[config.mk]
export PLATFORM = sky130hd
export DESIGN_NAME = cvir_ctrl
export DESIGN_NICKNAME = d
export VERILOG_FILES = /design/src/hdl/cluster_vertex_index_remap_assert.svh /design/src/hdl/cvir_pkg.sv /design/src/hdl/cvir_ctrl.sv
export SDC_FILE = /design/constraint.sdc
export NUM_CORES = 1
export LEC_CHECK = 0
export BUFFER_PORTS_ARGS = -buffer_cell sky130_fd_sc_hd__buf_2
export CORE_AREA = 2 2 39 41
export DETAILED_ROUTE_END_ITERATION = 16
export DIE_AREA = 0 0 41 43
export GPL_TIMING_DRIVEN = 0
export SYNTH_ARGS = -nofsm -noshare
export SYNTH_HDL_FRONTEND = slang
export SYNTH_SLANG_ARGS = --single-unit
export TNS_END_PERCENT = 50
[constraint.sdc]
create_clock -name clk_i -period 1.71 [get_ports clk_i]
set_input_delay 0.342 -clock clk_i [delete_from_list [all_inputs] [get_ports clk_i]]
set_output_delay 0.342 -clock clk_i [all_outputs]
set_load 0.05 [all_outputs]
[src/hdl/cluster_vertex_index_remap_assert.svh]
// ----------------------------------------------------------------------------
// cluster vertex index remap assertion macros
// concurrent checks on clk_i, disabled while rst_ni is low
// ----------------------------------------------------------------------------
`ifndef CLUSTER_VERTEX_INDEX_REMAP_ASSERT_SVH
`define CLUSTER_VERTEX_INDEX_REMAP_ASSERT_SVH

`ifndef SYNTHESIS
// check that a property holds at every clock edge out of reset
`define CVIR_ASSERT(lbl, prop, msg) \
  lbl: assert property (@(posedge clk_i) disable iff (!rst_ni) (prop)) else $error(msg);
// check that an expression is never true
`define CVIR_ASSERT_NEVER(lbl, expr, msg) \
  lbl: assert property (@(posedge clk_i) disable iff (!rst_ni) !(expr)) else $error(msg);
`else
`define CVIR_ASSERT(lbl, prop, msg)
`define CVIR_ASSERT_NEVER(lbl, expr, msg)
`endif

`endif

[src/hdl/cvir_pkg.sv]
// ----------------------------------------------------------------------------
// cvir_pkg
// shared types and constants of the cluster vertex index remap block
// ----------------------------------------------------------------------------
package cvir_pkg;

  // early table slots, the slot is taken from the low index bits
  localparam int unsigned EARLY_ENTRIES = 256;

  // request payload
  typedef struct packed {
    logic [31:0] vertex_index;
    logic        cluster_start;
  } in_t;

  // result payload
  typedef struct packed {
    logic [7:0] local_index;
    logic       new_vertex;
    logic [8:0] vtx_count;
    logic       overflow;
  } out_t;

  // where a resolved result takes its position from
  typedef enum logic [1:0] {
    RES_EARLY = 2'd0,
    RES_SCAN  = 2'd1,
    RES_MISS  = 2'd2
  } res_src_e;

  // controller to datapath
  typedef struct packed {
    logic     load;
    logic     scan_start;
    logic     scan_run;
    logic     resolve;
    res_src_e src;
    logic     emit_now;
    logic     emit_held;
  } cmd_t;

  // datapath to controller
  typedef struct packed {
    logic early_hit;
    logic count_zero;
    logic scan_match;
    logic scan_done;
    logic out_free;
  } sts_t;

  // register map, word index taken from paddr[2]
  localparam logic       REG_VTX_LIMIT = 1'b0;
  localparam logic [8:0] VTX_LIMIT_RST = 9'd64;

endpackage

[src/hdl/cvir_ctrl.sv]
// ----------------------------------------------------------------------------
// cvir_ctrl
// sequencer: early lookup, list scan on a miss, result hand-off
// ----------------------------------------------------------------------------
module cvir_ctrl
  import cvir_pkg::*;
(
  input  logic clk_i,
  input  logic rst_ni,
  input  logic in_valid_i,
  output logic in_stall_o,
  input  sts_t sts_i,
  output cmd_t cmd_o
);

  typedef enum logic [3:0] {
    S_IDLE   = 4'b0001,
    S_LOOKUP = 4'b0010,
    S_SEARCH = 4'b0100,
    S_EMIT   = 4'b1000
  } state_e;

  state_e state_q, state_d;

  always_ff @(posedge clk_i or negedge rst_ni) begin
    if (!rst_ni) begin
      state_q <= S_IDLE;
    end else begin
      state_q <= state_d;
    end
  end

  always_comb begin
    state_d    = state_q;
    cmd_o      = '0;
    cmd_o.src  = RES_MISS;
    in_stall_o = 1'b1;
    unique case (state_q)
      S_IDLE: begin
        in_stall_o = 1'b0;
        if (in_valid_i) begin
          cmd_o.load = 1'b1;
          state_d    = S_LOOKUP;
        end
      end
      S_LOOKUP: begin
        if (sts_i.early_hit || sts_i.count_zero) begin
          cmd_o.resolve  = 1'b1;
          cmd_o.src      = sts_i.early_hit ? RES_EARLY : RES_MISS;
          cmd_o.emit_now = sts_i.out_free;
          state_d        = sts_i.out_free ? S_IDLE : S_EMIT;
        end else begin
          cmd_o.scan_start = 1'b1;
          state_d          = S_SEARCH;
        end
      end
      S_SEARCH: begin
        cmd_o.scan_run = 1'b1;
        if (sts_i.scan_match || sts_i.scan_done) begin
          cmd_o.resolve  = 1'b1;
          cmd_o.src      = sts_i.scan_match ? RES_SCAN : RES_MISS;
          cmd_o.emit_now = sts_i.out_free;
          state_d        = sts_i.out_free ? S_IDLE : S_EMIT;
        end
      end
      S_EMIT: begin
        // result parked until the output register frees up
        if (sts_i.out_free) begin
          cmd_o.emit_held = 1'b1;
          state_d         = S_IDLE;
        end
      end
      default: begin
        state_d = S_IDLE;
      end
    endcase
  end

endmodule

==> metrics.md <==
| Metric | Value |
|---|---|
| H-tree Lvls | `1` |
| Number of filler cells placed in the layout | `144` |
| PnR Total Power | `0.753 mW` |
| Worst-path clk slew | `0.04 ns` |
| Dpl cell area | `424 um^2` |
| Register area share after synthesis | `34.0%` |
| Clk sinks | `4` |
| Crit path buffers/inverters | `1` |
| Final Non-Filler Cells | `78` |
| Chip Width | `41 um` |
| Synth Warn # | `0` |
| LEAKAGE | `0.284 nW` |
| Netlist cell types | `19` |
| Commonest cells after routing, fill and taps aside | `buf_2, buf_4, buf_6` |
| Mapped Area | `298 um^2` |
| Commonest non-fill, non-tap cell in the layout | `buf_2` |
| Root buffer cell | `clkbuf_4` |
| Syn_area_per_cell | `9.31 um^2` |
| Biggest register | `state_q` |
| Clock skew | `0.0000875 ns` |
| Number of top-level pins | `17` |
| Fin nets | `71` |
| Antenna violations before repair | `0` |
| DRT antenna net count | `0` |
| Max FFs per register | `4` |
| Num CTS Buffers | `3` |
| Seq cells post-synth | `4` |
| Status | `finished with violations` |
| Peak supply drop | `0.834 mV` |
| # setup viols final | `8` |
| RePlAce Congestion | `0.687` |
| Area growth, synth to finish | `108%` |
| Slowest CP cell | `or4b_4` |
| Biggest regs | `state_q x4` |
| Wirelength per Cell | `12.8 um` |
| Number of flops mapped to enable cells by yosys | `0` |
| Worst slack at placement | `-0.231 ns` |
| Die H | `43 um` |
| Fin Setup TNS | `-1.19 ns` |
| Area of the die | `1760 um^2` |
| Via density | `4.42` |
| Largest net degree at the start of global routing | `8` |
| Combined area of the multi-input logic cells | `233 um^2` |
| Top FF cell, synth | `dfrtp_1` |
| Post-Synthesis Cells | `32` |
| Fin. Hold Viols | `0` |
| CP Data Required Time | `1.37 ns` |
| Std-Cell Rows | `14` |
| DP Cell Count | `64` |
| Syn Nets | `40` |
| Max Freq | `0.504 GHz` |
| # diodes | `0` |
| Max Cap Viol | `0` |
| Core area | `1380 um^2` |
| Final Util | `44.8%` |
| Drt drc | `0` |
| Worst-Margin Slew | `0.328 ns` |
| Share of cells above drive strength 1 | `69.4%` |
| GRT overflow | `0` |
| Final WL | `998 um` |
| Max Slew Vio Count | `0` |
| Vias in the first global route | `383` |
| FF/Latch Area | `105 um^2` |
| Pre-antenna DRT Iters | `2` |
| Worst setup margin | `-0.273 ns` |
| Worst path max stage delay | `0.57 ns` |
| R2R Setup Slk | `0.15 ns` |
| Clk buf depth | `2` |
| TritonCTS clock tree | `built` |
| CP Data Arrival Time | `1.64 ns` |
| Crit-path max FO | `3` |
| Final Critical Period | `1.98 ns` |
| Largest delay contributor family on the critical path | `simple AND/OR/NAND/NOR gates` |
| RSZ-0062 raised after global routing | `yes` |
| Pwr Density | `1220 nW/um^2` |
| First-pass GRT wire length | `1600 um` |
| Crit path kind | `flip-flop to primary output` |
| Worst setup SP type | `flip-flop` |
| Iter 0 DRT Violations | `1` |
| Post-synth ARST share | `100%` |
| Critical path, cell by cell | `or4b_4 > o2bb2ai_4 > and2_4 > buf_8` |
| Total GRT Usage | `13.3%` |
| Clock latency on the worst-skew pair | `0.23 ns` |
| DR vias | `345` |
| Starting Density | `21.5%` |
| Violated checks | `negative setup slack` |
| Min-Delay Path Class | `input port to flip-flop` |
| Crit share post-route | `116%` |
| CP Capture Type | `primary output` |
| Number of port buffers | `16` |
| Hold slack | `0.404 ns` |
| Worst slew margin | `78.1%` |
| Design area | `619 um^2` |
==> cell families after synthesis <==
family	after synthesis	synth area share, %
xor+xnor	1	2.94
flops	4	34.0
simple gates	19	42.0
buf+inv	3	3.78
compound gates	5	17.2
==> routing by layer <==
| layer | routed length [um] | GRT usage (%) | up-vias |
|---|---|---|---|
| met5 | 0 | 0 | - |
| met4 | 19 | 11.3 | 0 |
| met3 | 41 | 2.62 | 2 |
| met2 | 588 | 19.7 | 11 |
| met1 | 350 | 15.3 | 158 |
| li1 | - | - | 174 |
==> worst paths after layout <==
| path | depth (start not counted) | from | end |
|---|---|---|---|
| worst max-delay path | 4 | state_q[2] | cmd_o[1] |
| worst min-delay path | 2 | sts_i[0] | state_q[0] |
| worst max register to register | 4 | state_q[2] | state_q[0] |
| worst min register to register | 3 | state_q[2] | state_q[2] |
| max in group asynchronous | 2 | rst_ni | state_q[0] |
| min in group asynchronous | 2 | rst_ni | state_q[1] |
==> cell type report <==
class / count / share of cell area, %
multi-input cells: 25 / 37.6
repair buffers: 26 / 36.2
flip-flops and latches: 4 / 17.0
clock buffers: 4 / 4.24
well taps: 16 / 3.23
inverters: 3 / 1.82
==> power by group <==
group | leakage [nW] | total [mW] | internal, mW | switching [mW]
combinational | 0.223 | 0.450 | 0.206 | 0.244
sequential | 0.0466 | 0.173 | 0.129 | 0.0443
clock | 0.0150 | 0.130 | 0.0878 | 0.0419
==> what timing repair did <==
| action | in CTS | in global routing |
|---|---|---|
| setup endpoints to repair | 8 | 8 |
| hold buffers | 1 | 0 |
| buffers inserted | 6 | 3 |
| resized for setup | 19 | 8 |
| pin swaps | 3 | 4 |
| hold endpoints to repair | 3 | 0 |
==> cell usage after synthesis (2+ instances only) <==
cell	count	area (um^2)
nand2_1	4	15.0
nor2_1	4	15.0
and2_1	3	18.8
dfrtp_1	3	75.1
inv_1	3	11.3
nor4b_1	2	17.5
==> worst register-to-register path: stages (launching register included) <==
cell and delay, ns:
dfrtp_2 0.40, or4b_4 0.57, buf_4 0.16, o41a_1 0.10, a32o_1 0.26
Note: power is estimated with default switching activity, not from simulation.
